--- src/sv/tmwf_pkg.sv ---
// Shared types and constants of the trimmed-mean window filter.
`timescale 1ns / 1ps

package tmwf_pkg;

  // Default configuration.
  localparam int WINDOW_LEN_DEF   = 10;
  localparam int NUM_CHANNELS_DEF = 6;

  // Field widths and stream bus packing.
  localparam int CHANNEL_W = 3;
  localparam int SAMPLE_W  = 24;
  localparam int TDATA_W   = 32;
  localparam int CH_LSB    = 0;
  localparam int SMP_LSB   = CHANNEL_W;

  // Controller states.
  typedef enum logic [2:0] {
    ST_IDLE,
    ST_WRITE,
    ST_SCAN,
    ST_TRIM,
    ST_MUL,
    ST_BACK,
    ST_FIX,
    ST_DONE
  } state_t;

  // Commands from the controller to the datapath.
  typedef struct packed {
    logic load;
    logic write;
    logic scan;
    logic trim;
    logic mul;
    logic back;
    logic fix;
    logic zero_res;
    logic out_load;
  } cmd_t;

  // Status from the datapath to the controller.
  typedef struct packed {
    logic chan_ok;
    logic scan_done;
    logic out_free;
  } status_t;

endpackage

--- src/sv/trimmed_mean_window_filter_top.sv ---
// Top level of the per-channel moving-window trimmed-mean filter.
`timescale 1ns / 1ps

// Each input request carries a channel number and a signed 24-bit sample. The
// sample replaces the oldest entry of that channel's window of the last
// WINDOW_LEN samples; the block returns one result per request: the channel
// number and the window sum with one smallest and one largest entry removed,
// divided by WINDOW_LEN-2 and truncated toward zero, in the sample's scaling.
// Windows read as zero after reset. A channel number at or above NUM_CHANNELS
// leaves every window unchanged and returns a result of zero for that channel.
// One request is processed at a time: the sample is written first, then the window scan reads
// one entry per cycle from a single-port window memory, a trim and constant divider follows
// through its trim, multiply, back-multiply and fix states, and the output register is loaded
// once it is free. The next request is accepted in the cycle after that load at the earliest.
// A new request is accepted as soon as the previous one has been loaded into
// the output register, even while that result still waits on out_tready.
// No clearing pass is needed after reset; per-channel fill tracking masks
// entries that have not been written yet.

module trimmed_mean_window_filter_top #(
  parameter int WINDOW_LEN   = tmwf_pkg::WINDOW_LEN_DEF,
  parameter int NUM_CHANNELS = tmwf_pkg::NUM_CHANNELS_DEF
) (
  input  logic                         clk,
  input  logic                         rst_n,
  input  logic                         in_tvalid,
  output logic                         in_tready,
  input  logic [tmwf_pkg::TDATA_W-1:0] in_tdata,   // [2:0] channel, [26:3] sample
  output logic                         out_tvalid,
  input  logic                         out_tready,
  output logic [tmwf_pkg::TDATA_W-1:0] out_tdata   // [2:0] channel_out, [26:3] filtered
);

  tmwf_pkg::cmd_t    cmd;
  tmwf_pkg::status_t st;

  // The controller sequences write, scan, divide and output steps.
  tmwf_ctrl u_ctrl (
    .clk       (clk),
    .rst_n     (rst_n),
    .in_tvalid (in_tvalid),
    .in_tready (in_tready),
    .st        (st),
    .cmd       (cmd)
  );

  // The datapath holds the windows, the running sum and extremes, and the divider.
  tmwf_datapath #(
    .WINDOW_LEN   (WINDOW_LEN),
    .NUM_CHANNELS (NUM_CHANNELS)
  ) u_datapath (
    .clk        (clk),
    .rst_n      (rst_n),
    .in_tdata   (in_tdata),
    .cmd        (cmd),
    .st         (st),
    .out_tvalid (out_tvalid),
    .out_tready (out_tready),
    .out_tdata  (out_tdata)
  );

endmodule

--- src/sv/tmwf_ctrl.sv ---
// Controller state machine of the trimmed-mean window filter.
`timescale 1ns / 1ps

module tmwf_ctrl (
  input  logic              clk,
  input  logic              rst_n,
  input  logic              in_tvalid,
  output logic              in_tready,
  input  tmwf_pkg::status_t st,
  output tmwf_pkg::cmd_t    cmd
);

  tmwf_pkg::state_t state_r, state_nxt;

  always_ff @(posedge clk) begin
    if (!rst_n) begin
      state_r <= tmwf_pkg::ST_IDLE;
    end else begin
      state_r <= state_nxt;
    end
  end

  always_comb begin
    state_nxt = state_r;
    cmd       = '0;
    in_tready = 1'b0;
    unique case (state_r)
      tmwf_pkg::ST_IDLE: begin
        in_tready = 1'b1;
        if (in_tvalid) begin
          cmd.load  = 1'b1;
          state_nxt = tmwf_pkg::ST_WRITE;
        end
      end
      tmwf_pkg::ST_WRITE: begin
        // A channel outside the window set leaves the state alone and returns zero.
        if (st.chan_ok) begin
          cmd.write = 1'b1;
          state_nxt = tmwf_pkg::ST_SCAN;
        end else begin
          cmd.zero_res = 1'b1;
          state_nxt    = tmwf_pkg::ST_DONE;
        end
      end
      tmwf_pkg::ST_SCAN: begin
        cmd.scan = 1'b1;
        if (st.scan_done) begin
          state_nxt = tmwf_pkg::ST_TRIM;
        end
      end
      tmwf_pkg::ST_TRIM: begin
        cmd.trim  = 1'b1;
        state_nxt = tmwf_pkg::ST_MUL;
      end
      tmwf_pkg::ST_MUL: begin
        cmd.mul   = 1'b1;
        state_nxt = tmwf_pkg::ST_BACK;
      end
      tmwf_pkg::ST_BACK: begin
        cmd.back  = 1'b1;
        state_nxt = tmwf_pkg::ST_FIX;
      end
      tmwf_pkg::ST_FIX: begin
        cmd.fix   = 1'b1;
        state_nxt = tmwf_pkg::ST_DONE;
      end
      tmwf_pkg::ST_DONE: begin
        if (st.out_free) begin
          cmd.out_load = 1'b1;
          state_nxt    = tmwf_pkg::ST_IDLE;
        end
      end
      default: begin
        state_nxt = tmwf_pkg::ST_IDLE;
      end
    endcase
  end

endmodule

--- src/sv/tmwf_datapath.sv ---
// Datapath of the trimmed-mean window filter: window memory, scan, divider, output register.
`timescale 1ns / 1ps

module tmwf_datapath #(
  parameter int WINDOW_LEN   = tmwf_pkg::WINDOW_LEN_DEF,
  parameter int NUM_CHANNELS = tmwf_pkg::NUM_CHANNELS_DEF
) (
  input  logic                         clk,
  input  logic                         rst_n,
  input  logic [tmwf_pkg::TDATA_W-1:0] in_tdata,
  input  tmwf_pkg::cmd_t               cmd,
  output tmwf_pkg::status_t            st,
  output logic                         out_tvalid,
  input  logic                         out_tready,
  output logic [tmwf_pkg::TDATA_W-1:0] out_tdata
);

  localparam int SW       = tmwf_pkg::SAMPLE_W;
  localparam int CHW      = tmwf_pkg::CHANNEL_W;
  localparam int DEPTH    = NUM_CHANNELS * WINDOW_LEN;
  localparam int AW       = (DEPTH > 1) ? $clog2(DEPTH) : 1;
  localparam int CH_IDX_W = (NUM_CHANNELS > 1) ? $clog2(NUM_CHANNELS) : 1;
  localparam int PW       = $clog2(WINDOW_LEN);
  localparam int CW       = $clog2(WINDOW_LEN + 1);
  localparam int SUM_W    = SW + $clog2(WINDOW_LEN);
  localparam int MAG_W    = SUM_W - 1;
  localparam int DIVISOR  = WINDOW_LEN - 2;
  localparam int DIV_W    = PW;
  localparam int RECIP_W  = MAG_W + 1;
  localparam int PROD_W   = MAG_W + RECIP_W;
  localparam logic [RECIP_W-1:0] RECIP   = RECIP_W'((64'd1 << MAG_W) / DIVISOR);
  localparam logic [DIV_W-1:0]   DIV_C   = DIV_W'(DIVISOR);
  localparam logic [PW-1:0]      LAST_IX = PW'(WINDOW_LEN - 1);

  // Request holding registers.
  logic [CHW-1:0]       ch_r;
  logic signed [SW-1:0] sample_r;
  logic                 ch_ok_r;

  // Per-channel window bookkeeping.
  logic [PW-1:0]        ptr_r  [NUM_CHANNELS];
  logic                 full_r [NUM_CHANNELS];

  // Window memory.
  logic [SW-1:0]        mem [DEPTH];
  logic [SW-1:0]        rdata_r;

  // Scan.
  logic [CW-1:0]        rd_idx_r;
  logic                 proc_vld_r;
  logic [PW-1:0]        proc_idx_r;
  logic signed [SUM_W-1:0] sum_r;
  logic signed [SW-1:0] lo_r, hi_r;

  // Divide by the constant through a reciprocal.
  logic [MAG_W-1:0]       mag_r;
  logic                   neg_r;
  logic [PROD_W-1:0]      prod_r;
  logic [MAG_W-1:0]       q_r;
  logic [MAG_W+DIV_W-1:0] qd_r;
  logic signed [SW-1:0]   res_r;

  // Output register.
  logic                 out_valid_r;
  logic [CHW-1:0]       out_ch_r;
  logic [SW-1:0]        out_res_r;

  logic [CH_IDX_W-1:0]  ch_idx;
  logic [AW-1:0]        base;
  logic [PW-1:0]        ptr_cur;
  logic [PW-1:0]        ptr_next;
  logic [AW-1:0]        wr_addr;
  logic [AW-1:0]        rd_addr;
  logic                 rd_issue;
  logic                 entry_valid;
  logic signed [SW-1:0] val;
  logic signed [SUM_W:0] trim;
  logic [MAG_W-1:0]       q_raw;
  logic [MAG_W+DIV_W-1:0] rem;
  logic [MAG_W-1:0]       q_fix;

  assign ch_idx   = CH_IDX_W'(ch_r);
  assign base     = AW'(ch_idx * WINDOW_LEN);
  assign ptr_cur  = ptr_r[ch_idx];
  assign ptr_next = (ptr_cur == LAST_IX) ? '0 : ptr_cur + 1'b1;
  assign wr_addr  = base + AW'(ptr_cur);
  assign rd_addr  = base + AW'(rd_idx_r);
  assign rd_issue = cmd.scan && (rd_idx_r < CW'(WINDOW_LEN));

  // Entries are written in index order from reset on, so an entry has been
  // written once the window has wrapped or its index lies below the pointer.
  assign entry_valid = full_r[ch_idx] || (proc_idx_r < ptr_r[ch_idx]);
  assign val         = entry_valid ? $signed(rdata_r) : '0;

  assign trim  = (SUM_W+1)'(sum_r) - (SUM_W+1)'(lo_r) - (SUM_W+1)'(hi_r);
  assign q_raw = prod_r[MAG_W +: MAG_W];
  assign rem   = {{DIV_W{1'b0}}, mag_r} - qd_r;
  assign q_fix = (rem >= (MAG_W+DIV_W)'(DIVISOR)) ? q_r + 1'b1 : q_r;

  always_ff @(posedge clk) begin
    if (cmd.load) begin
      ch_r     <= in_tdata[tmwf_pkg::CH_LSB +: CHW];
      sample_r <= $signed(in_tdata[tmwf_pkg::SMP_LSB +: SW]);
      ch_ok_r  <= 32'(in_tdata[tmwf_pkg::CH_LSB +: CHW]) < NUM_CHANNELS;
    end
  end

  always_ff @(posedge clk) begin
    if (!rst_n) begin
      for (int i = 0; i < NUM_CHANNELS; i++) begin
        ptr_r[i]  <= '0;
        full_r[i] <= 1'b0;
      end
    end else if (cmd.write) begin
      ptr_r[ch_idx] <= ptr_next;
      if (ptr_cur == LAST_IX) begin
        full_r[ch_idx] <= 1'b1;
      end
    end
  end

  always_ff @(posedge clk) begin
    if (cmd.write) begin
      mem[wr_addr] <= sample_r;
    end
    if (rd_issue) begin
      rdata_r <= mem[rd_addr];
    end
  end

  always_ff @(posedge clk) begin
    if (!rst_n) begin
      rd_idx_r   <= '0;
      proc_vld_r <= 1'b0;
    end else begin
      proc_vld_r <= rd_issue;
      if (cmd.write) begin
        rd_idx_r <= '0;
      end else if (rd_issue) begin
        rd_idx_r <= rd_idx_r + 1'b1;
      end
    end
  end

  always_ff @(posedge clk) begin
    proc_idx_r <= PW'(rd_idx_r);
    if (proc_vld_r) begin
      if (proc_idx_r == '0) begin
        sum_r <= SUM_W'(val);
        lo_r  <= val;
        hi_r  <= val;
      end else begin
        sum_r <= sum_r + SUM_W'(val);
        if (val < lo_r) begin
          lo_r <= val;
        end
        if (val > hi_r) begin
          hi_r <= val;
        end
      end
    end
  end

  // Magnitude times reciprocal undershoots the quotient by at most one; the
  // remainder check adds it back, and the sign is restored last.
  always_ff @(posedge clk) begin
    if (cmd.trim) begin
      neg_r <= trim[SUM_W];
      mag_r <= MAG_W'(trim[SUM_W] ? -trim : trim);
    end
    if (cmd.mul) begin
      prod_r <= mag_r * RECIP;
    end
    if (cmd.back) begin
      q_r  <= q_raw;
      qd_r <= q_raw * DIV_C;
    end
    if (cmd.zero_res) begin
      res_r <= '0;
    end else if (cmd.fix) begin
      res_r <= neg_r ? -$signed(SW'(q_fix)) : $signed(SW'(q_fix));
    end
  end

  always_ff @(posedge clk) begin
    if (!rst_n) begin
      out_valid_r <= 1'b0;
    end else if (cmd.out_load) begin
      out_valid_r <= 1'b1;
    end else if (out_tready) begin
      out_valid_r <= 1'b0;
    end
  end

  always_ff @(posedge clk) begin
    if (cmd.out_load) begin
      out_ch_r  <= ch_r;
      out_res_r <= res_r;
    end
  end

  assign st.chan_ok   = ch_ok_r;
  assign st.scan_done = proc_vld_r && (proc_idx_r == LAST_IX);
  assign st.out_free  = !out_valid_r || out_tready;

  assign out_tvalid = out_valid_r;
  assign out_tdata  = {{(tmwf_pkg::TDATA_W - CHW - SW){1'b0}}, out_res_r, out_ch_r};

endmodule

--- config.mk ---
export PLATFORM = sky130hd
export DESIGN_NAME = trimmed_mean_window_filter_top
export DESIGN_NICKNAME = d
export VERILOG_FILES = /design/src/sv/tmwf_pkg.sv /design/src/sv/trimmed_mean_window_filter_top.sv /design/src/sv/tmwf_ctrl.sv /design/src/sv/tmwf_datapath.sv
export SDC_FILE = /design/constraint.sdc
export NUM_CORES = 2
export LEC_CHECK = 0
export ABC_AREA = 1
export BUFFER_PORTS_ARGS = -buffer_cell sky130_fd_sc_hd__buf_4
export CELL_PAD_IN_SITES_DETAIL_PLACEMENT = 1
export CELL_PAD_IN_SITES_GLOBAL_PLACEMENT = 1
export CORE_MARGIN = 2
export CORE_UTILIZATION = 45
export CTS_CLUSTER_SIZE = 25
export DETAILED_ROUTE_END_ITERATION = 10
export PLACE_DENSITY_LB_ADDON = 0.08
export SKIP_CTS_REPAIR_TIMING = 1
export SLEW_MARGIN = 10
export SYNTH_ARGS = -nofsm -noshare
export SYNTH_HDL_FRONTEND = slang
export SYNTH_HIERARCHICAL = 1
export SYNTH_SLANG_ARGS = --single-unit
export TNS_END_PERCENT = 10
--- constraint.sdc ---
create_clock -name clk -period 18.39 [get_ports clk]
set_input_delay 2.7585 -clock clk [delete_from_list [all_inputs] [get_ports clk]]
set_output_delay 2.7585 -clock clk [all_outputs]
set_load 0.005 [all_outputs]
==> flow_metrics.env <==
export IMPL_status="completed"
export IMPL_fin_crit_ns=7.246
export IMPL_cp_end_kind="register"
export IMPL_holdWs_ns=0.3832
export IMPL_drv_slew=0
export IMPL_syn2layout_area_growth_pct=11.86
export IMPL_grtUsageMet3=0.04014
export IMPL_holdCritPathClass="register to register"
export IMPL_vias_per_cell=5.825
export IMPL_crit_path_max_fanout=22
export IMPL_rsz0062_at_grt="no"
export IMPL_crit_end="u_datapath/hi_r[5]"
export IMPL_synthTopCellsByArea="edfxtp_1, o21ai_0, nor2_1"
export IMPL_dpl_cell_area_um2=79620
export IMPL_cp_start_kind="register"
export IMPL_clk_pin_slew_worst_paths_ns=0.06
export IMPL_gr_usage_met1=0.3641
export IMPL_reg2reg_to="u_datapath/hi_r[5]"
export IMPL_hold_viol_final=0
export IMPL_synth_async_reset_ratio=0
export IMPL_r2r_slack_ns=11.14
export IMPL_peakVddDrop_mv=0.1195
export IMPL_utilization=0.5053
export IMPL_antenna_found_initial=9
export IMPL_nNetsFinal=6797
export IMPL_seqCellArea_um2=52130
export IMPL_fmax_mhz=138.0
export IMPL_start_util=0.4518
export IMPL_placed_cells=8611
export IMPL_overflow=0
export IMPL_fin_crit_sh=0.3940
export IMPL_nFillCells=17430
export IMPL_yosys_warnings=6
export IMPL_rows=151
export IMPL_synth_seq_cells=1751
export IMPL_die_x_um=416.0
export IMPL_power_density_nw_per_um2=154.8
export IMPL_yosysMostFrequentCell="edfxtp_1"
export IMPL_critPathKind="register to register"
export IMPL_pin_count=70
export IMPL_critPathRequiredTime_ns=18.88
export IMPL_arrival_ns=7.74
export IMPL_grtUsageTotal=0.2671
export IMPL_yosys_area_top_type="edfxtp_1"
export IMPL_finalSetupViolCount=0
export IMPL_numCtsBuffers=185
export IMPL_syn_area_um2=76390
export IMPL_vias=52110
export IMPL_clk_latency_ns=0.83
export IMPL_core_um2=169100
export IMPL_synth_common_cells="edfxtp_1, nor2_1, o21ai_0"
export IMPL_max_cap_viol_count=0
export IMPL_cts_tree="done"
export IMPL_multiInputGateArea_um2=21760
export IMPL_instances_no_fill=8945
export IMPL_yosys_most_used_dff="edfxtp_1"
export IMPL_grt_max_degree=163
export IMPL_tightest_slew_ns=1.195
export IMPL_wl_per_cell_um=26.11
export IMPL_gp_congestion=0.8610
export IMPL_grt_pass1_wl_mm=344.4
export IMPL_postSynthCellCount=6554
export IMPL_numPortBuffers=59
export IMPL_tns_ns=0
export IMPL_grt_busiest_layer="met2"
export IMPL_die_height_um=416.0
export IMPL_clockBufferDepth=3
export IMPL_p_leak_nw=29.70
export IMPL_wirelength_mm=233.6
export IMPL_synth_edf_count=1706
export IMPL_yosysUniqueCellTypes=56
export IMPL_cts_sinks=1751
export IMPL_timing_slew_headroom=0.2017
export IMPL_dieArea_um2=173100
export IMPL_postSynthAreaPerCell_um2=11.66
export IMPL_fin_skew_ns=0.03272
export IMPL_drt_iter0_markers=4716
export IMPL_first_global_vias=52890
export IMPL_grt_use_met2=0.4404
export IMPL_min_from="u_datapath/rd_idx_r[3]"
export IMPL_cts_root_buf="clkbuf_16"
export IMPL_stdcell_area_um2=85450
export IMPL_cts_max_level=4
export IMPL_drive_above_1_share=0.08625
export IMPL_r2r_cells=26
export IMPL_hpwlAfterDp_mm=141.0
export IMPL_ys_seq_area_frac=0.6824
export IMPL_drc=0
export IMPL_synth_top_area_frac=0.6706
export IMPL_ant_nets=0
export IMPL_dr_pass1_iters=5
-- placed cells by master (no fill, tap or decap), types with 24 or more instances in the layout --
cell type,count
a21oi_1,141
nor2_4,24
nand3_1,157
dfxtp_1,44
nor2_1,1133
clkbuf_1,53
xor2_1,71
inv_1,369
clkinv_1,45
inv_2,24
edfxtp_1,1706
o221ai_1,86
o21ai_0,1001
clkbuf_16,188
fa_1,31
buf_4,175
o211ai_1,59
nand2_1,582
nand4_1,37
xnor2_1,24
nor2_2,51
nor3_1,42
ha_1,148
o22ai_1,278
-- flip-flops by register name (all words and copies together) (netlist names), named ones only --
signal,count
u_datapath/rdata_r,24
u_datapath/rd_idx_r,4
u_datapath/sum_r,28
u_datapath/res_r,24
u_datapath/prod_r,24
u_datapath/ch_idx,3
u_datapath/sample_r,24
u_ctrl/state_r,3
u_datapath/neg_r,1
u_datapath/mag_r,27
u_datapath/out_ch_r,3
u_datapath/full_r,8
u_datapath/mem,1440
u_datapath/lo_r,24
u_datapath/hi_r,24
u_datapath/proc_vld_r,1
u_datapath/ch_ok_r,1
u_datapath/out_tvalid,1
u_datapath/proc_idx_r,4
u_datapath/ptr_r,32
u_datapath/out_res_r,24
u_datapath/q_r,24
-- routing by layer --
layer,up-vias,routed length [um]
li1,23740,-
met5,-,38
met2,1355,111400
met4,6,7425
met3,332,13160
met1,26680,101500
-- layout make-up --
| class | count | share of cell area |
|---|---|---|
| Timing Repair Buffer | 180 | 0.01655 |
| Clock inverter | 88 | 0.01035 |
| Inverter | 402 | 0.01792 |
| Tap cell | 2218 | 0.03248 |
| Clock buffer | 244 | 0.05787 |
| Antenna cell | 2 | 0.00005857 |
| Multi-Input combinational cell | 4060 | 0.2547 |
| Sequential cell | 1751 | 0.6101 |
-- logic make-up after synthesis --
kind of cell               synth area share
other                            0.00004909
muxes                             0.0001310
and+or+nand+nor                      0.1107
xor gates and xnor gates            0.01124
DFF                                  0.6824
adders and majority gates           0.03279
AOI/OAI and AO/OA                    0.1253
buffers and inverters               0.03743
-- report_power, final --
part | switching (W) | internal, W
clock | 0.00154 | 0.00208
combinational | 0.00342 | 0.00117
sequential | 0.000115 | 0.00490
-- per-stage QoR --
stage / worst slack (ns) / total power, W
2_1_floorplan: 12.53 / 0.007778
3_3_place_gp: 11.19 / 0.009535
3_5_place_dp: 11.14 / 0.009649
4_1_cts: 11.10 / 0.01328
5_1_grt: 10.39 / 0.01387
6_report: 11.14 / 0.01323
-- worst max-delay path, stage by stage (launching register included) --
cell       delay, ns
dfxtp_1         0.80
clkinv_1        0.61
o21ai_0         0.33
o22ai_1         0.12
nand2_1         0.08
o21ai_0         0.31
inv_1           0.18
ha_1            0.24
o21ai_0         0.07
nand2_1         0.07
nand3_1         0.07
nand2_1         0.05
nand2_1         0.07
buf_4           0.25
inv_1           0.31
nor2_1          0.67
ha_1            0.25
nand4_1         0.13
nor4_1          0.28
inv_1           0.08
nor4_1          0.29
nand2_1         0.10
o2111ai_1       0.12
nor3_1          0.07
a221o_1         0.28
a21oi_2         0.72
buf_4           0.36
-- worst min-delay path by stage --
stage                                           to  slack, ns  cells past startpoint
final                     u_datapath/proc_idx_r[3]       0.38                      0
after global routing      u_datapath/proc_idx_r[3]       0.40                      0
after CTS                 u_datapath/proc_idx_r[3]       0.39                      0
after detailed placement  u_datapath/proc_idx_r[3]       0.39                      0
after global placement    u_datapath/proc_idx_r[3]       0.39                      0
after floorplan           u_datapath/proc_idx_r[3]       0.36                      0
Note: power is estimated with default switching activity, not from simulation.
